File: src/rtl/core/bse_pkg.sv
`default_nettype none

package bse_pkg;

    // Fixed field widths of the channels and the configuration register.
    localparam int LINE_BITS = 64;
    localparam int BIT_W     = 6;
    localparam int OP_W      = 4;
    localparam int SEL_W     = 2;
    localparam int ELEM_W    = 10;
    localparam int RESULT_W  = 11;
    localparam int POP_W     = 7;
    localparam int CFG_W     = 5;

    localparam logic [CFG_W-1:0] CFG_RESET = 5'd16;

    localparam int DEF_NUM_SETS      = 4;
    localparam int DEF_WORDS_PER_SET = 16;

    localparam logic [LINE_BITS-1:0] M1 = 64'h5555555555555555;
    localparam logic [LINE_BITS-1:0] M2 = 64'h3333333333333333;
    localparam logic [LINE_BITS-1:0] M4 = 64'h0f0f0f0f0f0f0f0f;

    typedef enum logic [OP_W-1:0] {
        OP_SET        = 4'd0,
        OP_CLEAR      = 4'd1,
        OP_ZERO       = 4'd2,
        OP_COUNT      = 4'd3,
        OP_NEXT       = 4'd4,
        OP_COPY       = 4'd5,
        OP_UNION      = 4'd6,
        OP_INTERSECT  = 4'd7,
        OP_DIFFERENCE = 4'd8,
        OP_EQUAL      = 4'd9
    } t_op;

    typedef enum logic [1:0] {
        ST_CLEAR,
        ST_IDLE,
        ST_RUN,
        ST_FIN
    } t_state;

    // Control handed to the line unit with each line read back from storage.
    typedef struct packed {
        logic [OP_W-1:0]  op;
        logic             first;
        logic [BIT_W-1:0] bit_pos;
    } t_line_ctl;

    // Status the line unit returns to the sequencer.
    typedef struct packed {
        logic [POP_W-1:0] pop;
        logic             hit;
        logic [BIT_W-1:0] low;
        logic             differ;
    } t_line_res;

    function automatic logic [POP_W-1:0] pop64(input logic [LINE_BITS-1:0] w);
        logic [LINE_BITS-1:0] b;
        b = (w & M1) + ((w >> 1) & M1);
        b = (b & M2) + ((b >> 2) & M2);
        b = (b & M4) + ((b >> 4) & M4);
        b = b + (b >> 8);
        b = b + (b >> 16);
        b = b + (b >> 32);
        return b[POP_W-1:0];
    endfunction

    // Position of the lowest set bit by halving search; all ones for an empty line.
    function automatic logic [BIT_W-1:0] low_bit64(input logic [LINE_BITS-1:0] w);
        logic [LINE_BITS-1:0] v;
        logic [LINE_BITS-1:0] keep;
        logic [BIT_W-1:0]     n;
        v = w;
        n = '0;
        for (int k = BIT_W - 1; k >= 0; k--) begin
            keep = (64'd1 << (1 << k)) - 64'd1;
            if ((v & keep) == '0) begin
                n[k] = 1'b1;
                v    = v >> (1 << k);
            end
        end
        return n;
    endfunction

endpackage

`default_nettype wire

File: src/rtl/core/bse_if.sv
`default_nettype none

interface bse_in_if import bse_pkg::*; ();
    logic              valid;
    logic              ready;
    logic [OP_W-1:0]   operation;
    logic [SEL_W-1:0]  first_set;
    logic [SEL_W-1:0]  second_set;
    logic [ELEM_W-1:0] element;

    modport source (output valid, output operation, output first_set,
                    output second_set, output element, input ready);
    modport sink   (input valid, input operation, input first_set,
                    input second_set, input element, output ready);
endinterface

interface bse_out_if import bse_pkg::*; ();
    logic                valid;
    logic                ready;
    logic [RESULT_W-1:0] result_value;
    logic                found;
    logic                out_of_range;

    modport source (output valid, output result_value, output found,
                    output out_of_range, input ready);
    modport sink   (input valid, input result_value, input found,
                    input out_of_range, output ready);
endinterface

`default_nettype wire

File: src/rtl/core/bse_ram.sv
`default_nettype none

module bse_ram #(
    parameter int WIDTH = 64,
    parameter int DEPTH = 64
) (
    input  wire logic                           i_clk,
    input  wire logic                           i_we,
    input  wire logic [$clog2(DEPTH)-1:0]       i_waddr,
    input  wire logic [WIDTH-1:0]               i_wdata,
    input  wire logic [$clog2(DEPTH)-1:0]       i_raddr_a,
    input  wire logic [$clog2(DEPTH)-1:0]       i_raddr_b,
    output logic      [WIDTH-1:0]               o_rdata_a,
    output logic      [WIDTH-1:0]               o_rdata_b
);

    logic [WIDTH-1:0] r_mem [DEPTH];

    always_ff @(posedge i_clk) begin
        if (i_we) begin
            r_mem[i_waddr] <= i_wdata;
        end
        o_rdata_a <= r_mem[i_raddr_a];
        o_rdata_b <= r_mem[i_raddr_b];
    end

endmodule

`default_nettype wire

File: src/rtl/core/bse_line_unit.sv
`default_nettype none

module bse_line_unit import bse_pkg::*; (
    input  wire t_line_ctl              i_ctl,
    input  wire logic [LINE_BITS-1:0]   i_line_a,
    input  wire logic [LINE_BITS-1:0]   i_line_b,
    output logic      [LINE_BITS-1:0]   o_wdata,
    output logic                        o_we,
    output t_line_res                   o_res
);

    logic [LINE_BITS-1:0] bit_mask;
    logic [LINE_BITS-1:0] keep_mask;
    logic [LINE_BITS-1:0] masked;

    // For find-next only the first line visited is trimmed below the start bit.
    assign bit_mask  = 64'd1 << i_ctl.bit_pos;
    assign keep_mask = i_ctl.first ? ({LINE_BITS{1'b1}} << i_ctl.bit_pos)
                                   : {LINE_BITS{1'b1}};
    assign masked    = i_line_a & keep_mask;

    always_comb begin
        o_wdata = i_line_a;
        o_we    = 1'b1;
        case (i_ctl.op)
            OP_SET:        o_wdata = i_line_a | bit_mask;
            OP_CLEAR:      o_wdata = i_line_a & ~bit_mask;
            OP_ZERO:       o_wdata = '0;
            OP_COPY:       o_wdata = i_line_b;
            OP_UNION:      o_wdata = i_line_a | i_line_b;
            OP_INTERSECT:  o_wdata = i_line_a & i_line_b;
            OP_DIFFERENCE: o_wdata = i_line_a & ~i_line_b;
            default:       o_we    = 1'b0;
        endcase
    end

    assign o_res.pop    = pop64(i_line_a);
    assign o_res.hit    = (masked != '0);
    assign o_res.low    = low_bit64(masked);
    assign o_res.differ = (i_line_a != i_line_b);

endmodule

`default_nettype wire

File: src/rtl/core/bitset_store_engine_core.sv
`default_nettype none

// Channel     Direction  Handshake      Contents of one word
// i_in_ch     in         valid/ready    operation, first_set, second_set, element
// o_out_ch    out        valid/ready    result_value, found, out_of_range
// i_cfg_*     in         write enable   words_in_use (5 bits)
//
// After reset the engine sweeps all NUM_SETS * WORDS_PER_SET lines of the set
// storage, one line per cycle, and accepts no word until that is done.
// An operation walks the active lines, set and clear only the line holding the
// element and find-next up to its first hit. Each line is read from storage and
// a changed first set goes back through the single write port. The next word is
// taken once the walk is done; rejected set or clear, find-next beyond range and
// unknown codes skip the walk. A result waits in the output register; a stalled
// sink holds the engine only when a second result is ready to leave.

module bitset_store_engine_core import bse_pkg::*; #(
    parameter int NUM_SETS      = DEF_NUM_SETS,
    parameter int WORDS_PER_SET = DEF_WORDS_PER_SET
) (
    input  wire logic              i_clk,
    input  wire logic              i_rst_n,
    input  wire logic              i_cfg_we,
    input  wire logic [CFG_W-1:0]  i_cfg_wdata,
    bse_in_if.sink                 i_in_ch,
    bse_out_if.source              o_out_ch
);

    localparam int DEPTH  = NUM_SETS * WORDS_PER_SET;
    localparam int ADDR_W = $clog2(DEPTH);
    localparam int WIDX_W = (WORDS_PER_SET > 1) ? $clog2(WORDS_PER_SET) : 1;
    localparam int SET_W  = $clog2(NUM_SETS);

    localparam logic [ADDR_W-1:0] LAST_ADDR = ADDR_W'(DEPTH - 1);
    localparam logic [8:0]        WPS9      = 9'(WORDS_PER_SET);
    localparam logic [6:0]        NSETS7    = 7'(NUM_SETS);

    t_state               r_state, n_state;
    logic [CFG_W-1:0]     r_cfg;
    logic [ADDR_W-1:0]    r_clr, n_clr;

    // Operation held for the whole walk.
    logic [OP_W-1:0]      r_op, n_op;
    logic [BIT_W-1:0]     r_bit, n_bit;
    logic [ADDR_W-1:0]    r_base_a, n_base_a;
    logic [ADDR_W-1:0]    r_base_b, n_base_b;
    logic [WIDX_W-1:0]    r_last, n_last;

    // Read issue side and the line whose data returns in the next cycle.
    logic [WIDX_W-1:0]    r_idx, n_idx;
    logic                 r_issue_done, n_issue_done;
    logic                 r_first_iss, n_first_iss;
    logic                 r_pend, n_pend;
    logic [WIDX_W-1:0]    r_pidx, n_pidx;
    logic                 r_pfirst, n_pfirst;

    // Accumulated result.
    logic [RESULT_W-1:0]  r_cnt, n_cnt;
    logic [RESULT_W-1:0]  r_value, n_value;
    logic                 r_found, n_found;
    logic                 r_oor, n_oor;

    // Output register.
    logic                 r_out_valid, n_out_valid;
    logic [RESULT_W-1:0]  r_out_value, n_out_value;
    logic                 r_out_found, n_out_found;
    logic                 r_out_oor, n_out_oor;

    logic                 accept;
    logic                 out_load;
    logic                 issue;
    logic                 hit_next;
    logic                 last_line;

    // Decode of the arriving word.
    logic [8:0]           cfg9, nw9, ew9;
    logic                 elem_oor;
    logic                 op_unknown;
    logic                 op_point;
    logic                 go_direct;
    logic [6:0]           sa7, sb7, sa_m7, sb_m7;
    logic [SET_W-1:0]     sa, sb;

    logic [ADDR_W-1:0]    rd_addr_a, rd_addr_b;
    logic [ADDR_W-1:0]    wr_addr;
    logic [LINE_BITS-1:0] wr_data;
    logic                 wr_en;
    logic [LINE_BITS-1:0] rd_data_a, rd_data_b;

    t_line_ctl            line_ctl;
    t_line_res            line_res;
    logic [LINE_BITS-1:0] unit_wdata;
    logic                 unit_we;

    // Active line count, with zero taken as one and a value beyond the set
    // size taken as the set size.
    assign cfg9 = {4'b0, r_cfg};
    always_comb begin
        if (cfg9 == 9'd0) begin
            nw9 = 9'd1;
        end else if (cfg9 > WPS9) begin
            nw9 = WPS9;
        end else begin
            nw9 = cfg9;
        end
    end

    assign ew9        = {5'b0, i_in_ch.element[ELEM_W-1:BIT_W]};
    assign elem_oor   = (ew9 >= nw9);
    assign op_unknown = (i_in_ch.operation > OP_EQUAL);
    assign op_point   = (i_in_ch.operation == OP_SET) || (i_in_ch.operation == OP_CLEAR);
    assign go_direct  = op_unknown ||
                        ((op_point || (i_in_ch.operation == OP_NEXT)) && elem_oor);

    // Set selectors wrap modulo the set count; a two-bit selector is below
    // twice any legal set count, so one subtraction suffices.
    assign sa7   = {5'b0, i_in_ch.first_set};
    assign sb7   = {5'b0, i_in_ch.second_set};
    assign sa_m7 = (sa7 >= NSETS7) ? (sa7 - NSETS7) : sa7;
    assign sb_m7 = (sb7 >= NSETS7) ? (sb7 - NSETS7) : sb7;
    assign sa    = sa_m7[SET_W-1:0];
    assign sb    = sb_m7[SET_W-1:0];

    assign accept   = i_in_ch.valid && (r_state == ST_IDLE);
    assign out_load = (r_state == ST_FIN) && (!r_out_valid || o_out_ch.ready);
    assign issue    = (r_state == ST_RUN) && !r_issue_done;
    assign hit_next = r_pend && (r_op == OP_NEXT) && line_res.hit;
    assign last_line = r_pend && (r_pidx == r_last);

    assign i_in_ch.ready         = (r_state == ST_IDLE);
    assign o_out_ch.valid        = r_out_valid;
    assign o_out_ch.result_value = r_out_value;
    assign o_out_ch.found        = r_out_found;
    assign o_out_ch.out_of_range = r_out_oor;

    // Storage: both sets of a line are read together, the first set is
    // written back in the cycle after the read; no write meets a used read on one line.
    assign rd_addr_a = r_base_a + ADDR_W'(r_idx);
    assign rd_addr_b = r_base_b + ADDR_W'(r_idx);

    always_comb begin
        if (r_state == ST_CLEAR) begin
            wr_en   = 1'b1;
            wr_addr = r_clr;
            wr_data = '0;
        end else begin
            wr_en   = r_pend && unit_we && (r_state == ST_RUN);
            wr_addr = r_base_a + ADDR_W'(r_pidx);
            wr_data = unit_wdata;
        end
    end

    bse_ram #(
        .WIDTH (LINE_BITS),
        .DEPTH (DEPTH)
    ) u_store (
        .i_clk     (i_clk),
        .i_we      (wr_en),
        .i_waddr   (wr_addr),
        .i_wdata   (wr_data),
        .i_raddr_a (rd_addr_a),
        .i_raddr_b (rd_addr_b),
        .o_rdata_a (rd_data_a),
        .o_rdata_b (rd_data_b)
    );

    assign line_ctl.op      = r_op;
    assign line_ctl.first   = r_pfirst;
    assign line_ctl.bit_pos = r_bit;

    bse_line_unit u_line (
        .i_ctl    (line_ctl),
        .i_line_a (rd_data_a),
        .i_line_b (rd_data_b),
        .o_wdata  (unit_wdata),
        .o_we     (unit_we),
        .o_res    (line_res)
    );

    // Next state.
    always_comb begin
        n_state = r_state;
        case (r_state)
            ST_CLEAR: begin
                if (r_clr == LAST_ADDR) begin
                    n_state = ST_IDLE;
                end
            end
            ST_IDLE: begin
                if (accept) begin
                    n_state = go_direct ? ST_FIN : ST_RUN;
                end
            end
            ST_RUN: begin
                if (hit_next || last_line) begin
                    n_state = ST_FIN;
                end
            end
            ST_FIN: begin
                if (out_load) begin
                    n_state = ST_IDLE;
                end
            end
            default: n_state = ST_IDLE;
        endcase
    end

    // Sequencer and accumulator updates.
    always_comb begin
        n_clr        = r_clr;
        n_op         = r_op;
        n_bit        = r_bit;
        n_base_a     = r_base_a;
        n_base_b     = r_base_b;
        n_last       = r_last;
        n_idx        = r_idx;
        n_issue_done = r_issue_done;
        n_first_iss  = r_first_iss;
        n_pend       = r_pend;
        n_pidx       = r_pidx;
        n_pfirst     = r_pfirst;
        n_cnt        = r_cnt;
        n_value      = r_value;
        n_found      = r_found;
        n_oor        = r_oor;
        case (r_state)
            ST_CLEAR: begin
                n_clr = r_clr + ADDR_W'(1);
            end
            ST_IDLE: begin
                if (accept) begin
                    n_op         = i_in_ch.operation;
                    n_bit        = i_in_ch.element[BIT_W-1:0];
                    n_base_a     = ADDR_W'(sa) * ADDR_W'(WORDS_PER_SET);
                    n_base_b     = ADDR_W'(sb) * ADDR_W'(WORDS_PER_SET);
                    n_issue_done = 1'b0;
                    n_first_iss  = 1'b1;
                    n_pend       = 1'b0;
                    n_cnt        = '0;
                    n_value      = '0;
                    n_found      = (i_in_ch.operation == OP_EQUAL);
                    n_oor        = op_point && elem_oor;
                    // Set and clear touch the one line holding the element;
                    // find-next starts there and runs to the last active line or its first hit.
                    if (op_point || (i_in_ch.operation == OP_NEXT)) begin
                        n_idx = ew9[WIDX_W-1:0];
                    end else begin
                        n_idx = '0;
                    end
                    if (op_point) begin
                        n_last = ew9[WIDX_W-1:0];
                    end else begin
                        n_last = WIDX_W'(nw9 - 9'd1);
                    end
                end
            end
            ST_RUN: begin
                if (issue) begin
                    n_pend      = 1'b1;
                    n_pidx      = r_idx;
                    n_pfirst    = r_first_iss;
                    n_first_iss = 1'b0;
                    if (r_idx == r_last) begin
                        n_issue_done = 1'b1;
                    end else begin
                        n_idx = r_idx + WIDX_W'(1);
                    end
                end else begin
                    n_pend = 1'b0;
                end
                if (r_pend) begin
                    // The count is at most 31 lines of 64 bits, 1984, so the
                    // 11-bit accumulator never wraps.
                    n_cnt = r_cnt + RESULT_W'(line_res.pop);
                    if ((r_op == OP_EQUAL) && line_res.differ) begin
                        n_found = 1'b0;
                    end
                    if (hit_next) begin
                        n_found = 1'b1;
                        n_value = RESULT_W'({r_pidx, line_res.low});
                        n_pend  = 1'b0;
                    end
                end
            end
            ST_FIN: begin
                n_pend = 1'b0;
            end
            default: begin
                n_pend = 1'b0;
            end
        endcase
    end

    // Output register: loads the finished result once the previous one has
    // gone, so a new word can start while a result is still waiting.
    always_comb begin
        n_out_valid = r_out_valid;
        n_out_value = r_out_value;
        n_out_found = r_out_found;
        n_out_oor   = r_out_oor;
        if (out_load) begin
            n_out_valid = 1'b1;
            n_out_oor   = r_oor;
            case (r_op)
                OP_COUNT: begin
                    n_out_value = r_cnt;
                    n_out_found = 1'b0;
                end
                OP_NEXT: begin
                    n_out_value = r_value;
                    n_out_found = r_found;
                end
                OP_EQUAL: begin
                    n_out_value = '0;
                    n_out_found = r_found;
                end
                default: begin
                    n_out_value = '0;
                    n_out_found = 1'b0;
                end
            endcase
        end else if (r_out_valid && o_out_ch.ready) begin
            n_out_valid = 1'b0;
        end
    end

    always_ff @(posedge i_clk) begin
        if (!i_rst_n) begin
            r_state      <= ST_CLEAR;
            r_clr        <= '0;
            r_cfg        <= CFG_RESET;
            r_issue_done <= 1'b0;
            r_first_iss  <= 1'b0;
            r_pend       <= 1'b0;
            r_out_valid  <= 1'b0;
        end else begin
            r_state      <= n_state;
            r_clr        <= n_clr;
            if (i_cfg_we) begin
                r_cfg <= i_cfg_wdata;
            end
            r_issue_done <= n_issue_done;
            r_first_iss  <= n_first_iss;
            r_pend       <= n_pend;
            r_out_valid  <= n_out_valid;
        end
    end

    always_ff @(posedge i_clk) begin
        r_op        <= n_op;
        r_bit       <= n_bit;
        r_base_a    <= n_base_a;
        r_base_b    <= n_base_b;
        r_last      <= n_last;
        r_idx       <= n_idx;
        r_pidx      <= n_pidx;
        r_pfirst    <= n_pfirst;
        r_cnt       <= n_cnt;
        r_value     <= n_value;
        r_found     <= n_found;
        r_oor       <= n_oor;
        r_out_value <= n_out_value;
        r_out_found <= n_out_found;
        r_out_oor   <= n_out_oor;
    end

endmodule

`default_nettype wire
File: src/flat_wrapper.sv
// flat-port wrapper written by rule: the top's interface ports become plain ports
module bitset_store_engine_core_flat import bse_pkg::*;
#(
    parameter int NUM_SETS      = DEF_NUM_SETS,
    parameter int WORDS_PER_SET = DEF_WORDS_PER_SET
)
  (i_clk, i_rst_n, i_cfg_we, i_cfg_wdata, i_in_ch_valid, i_in_ch_operation, i_in_ch_first_set, i_in_ch_second_set, i_in_ch_element, i_in_ch_ready, o_out_ch_valid, o_out_ch_result_value, o_out_ch_found, o_out_ch_out_of_range, o_out_ch_ready);
  bse_in_if i_in_ch_i ();
  bse_out_if o_out_ch_i ();
  input  wire logic i_clk;
  input  wire logic i_rst_n;
  input  wire logic i_cfg_we;
  input  wire logic [CFG_W-1:0] i_cfg_wdata;
  input wire logic [$bits(i_in_ch_i.valid)-1:0] i_in_ch_valid;
  input wire logic [$bits(i_in_ch_i.operation)-1:0] i_in_ch_operation;
  input wire logic [$bits(i_in_ch_i.first_set)-1:0] i_in_ch_first_set;
  input wire logic [$bits(i_in_ch_i.second_set)-1:0] i_in_ch_second_set;
  input wire logic [$bits(i_in_ch_i.element)-1:0] i_in_ch_element;
  output wire logic [$bits(i_in_ch_i.ready)-1:0] i_in_ch_ready;
  output wire logic [$bits(o_out_ch_i.valid)-1:0] o_out_ch_valid;
  output wire logic [$bits(o_out_ch_i.result_value)-1:0] o_out_ch_result_value;
  output wire logic [$bits(o_out_ch_i.found)-1:0] o_out_ch_found;
  output wire logic [$bits(o_out_ch_i.out_of_range)-1:0] o_out_ch_out_of_range;
  input wire logic [$bits(o_out_ch_i.ready)-1:0] o_out_ch_ready;
  assign i_in_ch_i.valid = i_in_ch_valid;
  assign i_in_ch_i.operation = i_in_ch_operation;
  assign i_in_ch_i.first_set = i_in_ch_first_set;
  assign i_in_ch_i.second_set = i_in_ch_second_set;
  assign i_in_ch_i.element = i_in_ch_element;
  assign i_in_ch_ready = i_in_ch_i.ready;
  assign o_out_ch_valid = o_out_ch_i.valid;
  assign o_out_ch_result_value = o_out_ch_i.result_value;
  assign o_out_ch_found = o_out_ch_i.found;
  assign o_out_ch_out_of_range = o_out_ch_i.out_of_range;
  assign o_out_ch_i.ready = o_out_ch_ready;
  bitset_store_engine_core #(.NUM_SETS(NUM_SETS), .WORDS_PER_SET(WORDS_PER_SET)) u_core (.i_clk(i_clk), .i_rst_n(i_rst_n), .i_cfg_we(i_cfg_we), .i_cfg_wdata(i_cfg_wdata), .i_in_ch(i_in_ch_i), .o_out_ch(o_out_ch_i));
endmodule
File: config.mk
export PLATFORM = sky130hd
export DESIGN_NAME = bitset_store_engine_core_flat
export DESIGN_NICKNAME = d
export VERILOG_FILES = /design/src/rtl/core/bse_pkg.sv /design/src/rtl/core/bse_if.sv /design/src/rtl/core/bse_ram.sv /design/src/rtl/core/bse_line_unit.sv /design/src/rtl/core/bitset_store_engine_core.sv /design/src/flat_wrapper.sv
export SDC_FILE = /design/constraint.sdc
export NUM_CORES = 2
export LEC_CHECK = 0
export BUFFER_PORTS_ARGS = -buffer_cell sky130_fd_sc_hd__buf_2
export CAP_MARGIN = 20
export CORE_MARGIN = 2
export CORE_UTILIZATION = 30
export CTS_BUF_LIST = sky130_fd_sc_hd__clkbuf_8
export CTS_CLUSTER_DIAMETER = 40
export CTS_CLUSTER_SIZE = 12
export DETAILED_ROUTE_END_ITERATION = 12
export GPL_ROUTABILITY_DRIVEN = 0
export PLACE_DENSITY = 0.53
export SLEW_MARGIN = 30
export SYNTH_ARGS = -nofsm -noshare
export SYNTH_HDL_FRONTEND = slang
export SYNTH_HIERARCHICAL = 1
export SYNTH_SLANG_ARGS = --single-unit
File: constraint.sdc
create_clock -name i_clk -period 10.2 [get_ports i_clk]
set_input_delay 1.53 -clock i_clk [delete_from_list [all_inputs] [get_ports i_clk]]
set_output_delay 1.53 -clock i_clk [all_outputs]
set_load 0.02 [all_outputs]
==> summary.md <==
| Metric | Value |
|---|---|
| DP HPWL | 466 mm |
| Hold path cells | 0 |
| Dominant cells by area after synthesis | edfxtp_1 (62%), mux4_2 (23%), o22ai_1 (1.8%), dfxtp_1 (1.4%), mux2i_1 (0.93%) |
| Bufs on Longest Clock Path | 4 |
| CTS Hold Bufs | 0 |
| F_max | 169 MHz |
| FF+latch count, synth | 4304 |
| CTS buffer count | 581 |
| Post-synthesis mux area share | 23.7% |
| Final setup viols | 0 |
| Hold Slack | 0.357 ns |
| RSZ-0062 raised after global routing | no |
| Post-Synth Simple-Gate Area | 2.07% |
| Static Leak | 70.9 nW |
| Worst-Margin Slew | 1.19 ns |
| XOR/XNOR Fraction of Synth Area | 0.476% |
| Routed vias/inst | 6.18 |
| HP Class | reg2reg |
| Initial drt markers | 20336 |
| Post-synth cell types | 91 |
| Endpoints failing hold | 0 |
| Worst-case reg-to-reg path depth | 21 |
| Post-Route Skew | 0.159 ns |
| Area leader, netlist | edfxtp_1 |
| Mapped Cells | 10441 |
| DIE AREA | 675000 µm² |
| Post-Synth Adder-Cell Area | 1.09% |
| R2r setup slk | 4.27 ns |
| IO buf count | 42 |
| Core area | 667000 µm² |
| PnR worst setup slack | 4.27 ns |
| P&R area growth vs syn | 13.5% |
| Setup TNS | 0 ns |
| Worst VDD drop | 2.06 mV |
| Largest family of logic cells by synthesized area | multiplexers |
| PwrDens | 229 nW/µm² |
| Clock transition at path regs | 0.08 ns |
| Pre-CTS setup slack | 4.47 ns |
| Fin crit share | 58.1% |
| Number of I/O pins | 43 |
| Routed Antenna Nets | 0 |
| Design area | 227000 µm² |
| GRT Total Usage | 22.3% |
| Status | finished, final reports clean |
| Share of cells above drive strength 1 | 33.9% |
| Register area share after synthesis | 63.7% |
| Wire length of the first global-routing pass | 1050 mm |
| Routed len/inst | 38.8 µm |
| Crit path launch type | register |
| Post-Synthesis Net Count | 10624 |
| RR Startpoint | u_core/u_store/o_rdata_a[61] |
| Initial antenna violation count | 109 |
| Drt first pass iters | 7 |
| HP Start | u_core/r_oor |
| # nets final | 10892 |
| Residual DRC | 0 |
| Area after DPL | 214000 µm² |
| CTS resizes | 0 |
| Top FF cell, synth | edfxtp_1 |
| TritonCTS clock tree | built |
| Starting Density | 30.1% |
| Post-CTS setup buffer count | 0 |
| Worst-path maximum fanout | 4 |
| Data arrival time of the critical path | 7.04 ns |
| Die span in x | 821 µm |
| Synth Area in Compound Gates | 6.52% |
| Syn. warnings | 6 |
| Vias in the first global route | 123417 |
| Nature of the critical path endpoint | register |
| Worst-Skew Late Latency | 1.39 ns |
| Async set-reset flop share out of synthesis | 0% |
| Clock sink count | 4304 |
| Share of the synthesized area in the top cell type | 62.3% |
| Routed wire length | 782 mm |
| Largest net degree at the start of global routing | 137 |
| Crit path kind | reg2reg |
| End of the worst hold path | u_core/o_out_ch.out_of_range |
| Final worst path period need | 5.93 ns |
| Post-Syn Area | 200000 µm² |
| Mean Syn Cell Area | 19.2 µm² |
| Worst slew margin | 20.8% |
| Vert. Die Dim | 821 µm |
| Worst r2r dst | u_core/r_cnt[9] |
| Clock root cell | clkbuf_8 |
| Clock H-tree levels | 6 |
| Post-synth EDFFs | 4159 |
| Worst Path Required | 11.32 ns |
| Remaining global-route overflow | 0 |
| # rows | 300 |
| Slew Limit Fails | 0 |
| Max-Cap Viols | 0 |
| Via Count | 124618 |
[where the power goes]
group	switching, W	internal [W]	leakage, nW	total [W]
logic	0.00974	0.00658	24.6	0.0163
clock network	0.00750	0.00778	6.75	0.0153
registers	0.000400	0.0201	39.6	0.0205
total	0.0176	0.0345	70.9	0.0521
[cell usage in the layout (no fill, tap or decap), types with 37 or more instances in the layout]
cell type and count:
a22o_1 147, nor2b_1 45, buf_2 51, a22oi_1 40, buf_12 45, nor2_4 65, mux4_2 2016, buf_4 392
buf_16 39, nand2_1 103, nand3_1 37, inv_6 56, clkinv_2 68, xnor2_1 84, diode_2 68, a21o_1 38
a221o_1 52, o21ai_0 108, inv_1 171, ha_1 122, clkinv_1 51, clkinv_4 45, nor2_1 147, a21oi_1 331
bufinv_16 81, nor4_1 60, clkbuf_8 597, dfxtp_1 145, o22ai_1 585, o221ai_1 77, a211oi_1 94, clkinvlp_4 62
o22a_1 52, nor3_1 74, a221oi_1 128, mux2i_1 187, nor2b_4 72, edfxtp_1 4159
[cells in the mapped netlist, types with 15 or more instances]
library cell / count
a221o_1: 52
a22oi_1: 40
buf_1: 44
nor2b_1: 120
mux2_2: 22
nor2_1: 213
a21o_1: 38
mux2i_1: 187
a221oi_1: 138
a31oi_1: 22
a211oi_1: 94
o22a_1: 52
nand3_1: 40
o21ai_0: 110
clkbuf_1: 378
o221ai_1: 77
a22o_1: 147
o22ai_1: 585
buf_6: 32
nand2b_1: 32
a21oi_1: 332
xor2_1: 25
o21ai_1: 22
inv_1: 118
o211ai_1: 16
dfxtp_1: 145
edfxtp_1: 4159
ha_1: 123
and2_1: 33
nand4_1: 36
buf_2: 251
nor3_1: 81
buf_4: 151
a221oi_2: 20
xnor2_1: 84
fa_1: 32
mux4_2: 2016
nand2_1: 116
nor4_1: 66
a2111oi_0: 15
[per-stage QoR]
step,instances,total power (W),util [%]
2_1_floorplan,10441,0.0326,-
3_3_place_gp,18975,0.0366,31.9
3_5_place_dp,19029,0.0368,32.1
4_1_cts,20080,0.0520,34.1
5_1_grt,20107,0.0538,34.1
6_report,20154,0.0521,34.1
[critical path, stage by stage, from the launching register on]
cell	delay, ns
dfxtp_1	0.57
ha_1	0.32
ha_1	0.19
inv_1	0.06
fa_1	0.40
inv_1	0.11
fa_1	0.45
fa_1	0.65
ha_1	0.27
a21o_1	0.16
a21oi_1	0.24
xnor2_1	0.17
ha_1	0.29
inv_1	0.09
o21bai_1	0.11
a21o_1	0.19
a21o_1	0.20
ha_1	0.31
o21ai_1	0.09
nor2b_1	0.18
or4_1	0.48
a21oi_1	0.15
[flip-flops by register name (all words and copies together) (netlist names), 2 cells and up]
register / cells
u_core/r_idx: 4
u_core/r_base_a: 2
u_core/r_state: 2
u_core/r_cfg: 5
u_core/u_store/r_mem: 4096
u_core/r_op: 4
u_core/r_cnt: 11
u_core/r_base_b: 2
u_core/r_last: 4
u_core/r_pidx: 4
u_core/r_bit: 6
u_core/u_store/o_rdata_b: 64
u_core/r_clr: 6
u_core/o_out_ch.result_value: 11
u_core/u_store/o_rdata_a: 64
u_core/r_value: 10
[how the worst max path moves through the flow]
stage	startpoint	to	slack, ns	cells past startpoint
floorplan	u_core/r_op[1]	u_core/u_store/r_mem[48][0]	3.34	8
global placement	u_core/u_store/o_rdata_a[61]	u_core/r_cnt[9]	4.49	19
detailed placement	u_core/u_store/o_rdata_a[0]	u_core/r_cnt[9]	4.47	21
CTS	u_core/u_store/o_rdata_a[8]	u_core/r_cnt[9]	4.35	21
global route	u_core/u_store/o_rdata_a[6]	u_core/r_cnt[9]	3.99	21
finish	u_core/u_store/o_rdata_a[61]	u_core/r_cnt[9]	4.27	21
[cell families (layout without fill, tap and decap cells)]
group	Yosys count	after routing
AOI/OAI and AO/OA	1868	1868
xor gates and xnor gates	109	109
adders and majority gates	155	155
buffers and inverters	978	1714
DFF	4304	4304
muxes	2226	2226
other	0	68
and+or+nand+nor	801	801
[final cells by class]
class	instances	area (µm²)
fill	62408	439000
sequential	4304	128000
multi-input combinational	5159	69400
tap	8909	11100
clock buffer	597	8220
timing repair buffer	542	5340
clock inverter	454	4980
inverter	121	457
antenna	68	170
[per-layer routing]
| layer | part of all wire [%] | wire length (µm) | GRT usage (%) |
|---|---|---|---|
| met1 | 36 | 279000 | 27.8 |
| met2 | 46 | 359000 | 34.8 |
| met3 | 12 | 90300 | 5.89 |
| met4 | 6.8 | 53300 | 13.4 |
| met5 | 0.032 | 249 | 0 |
Power figures use the tool's default switching activity.
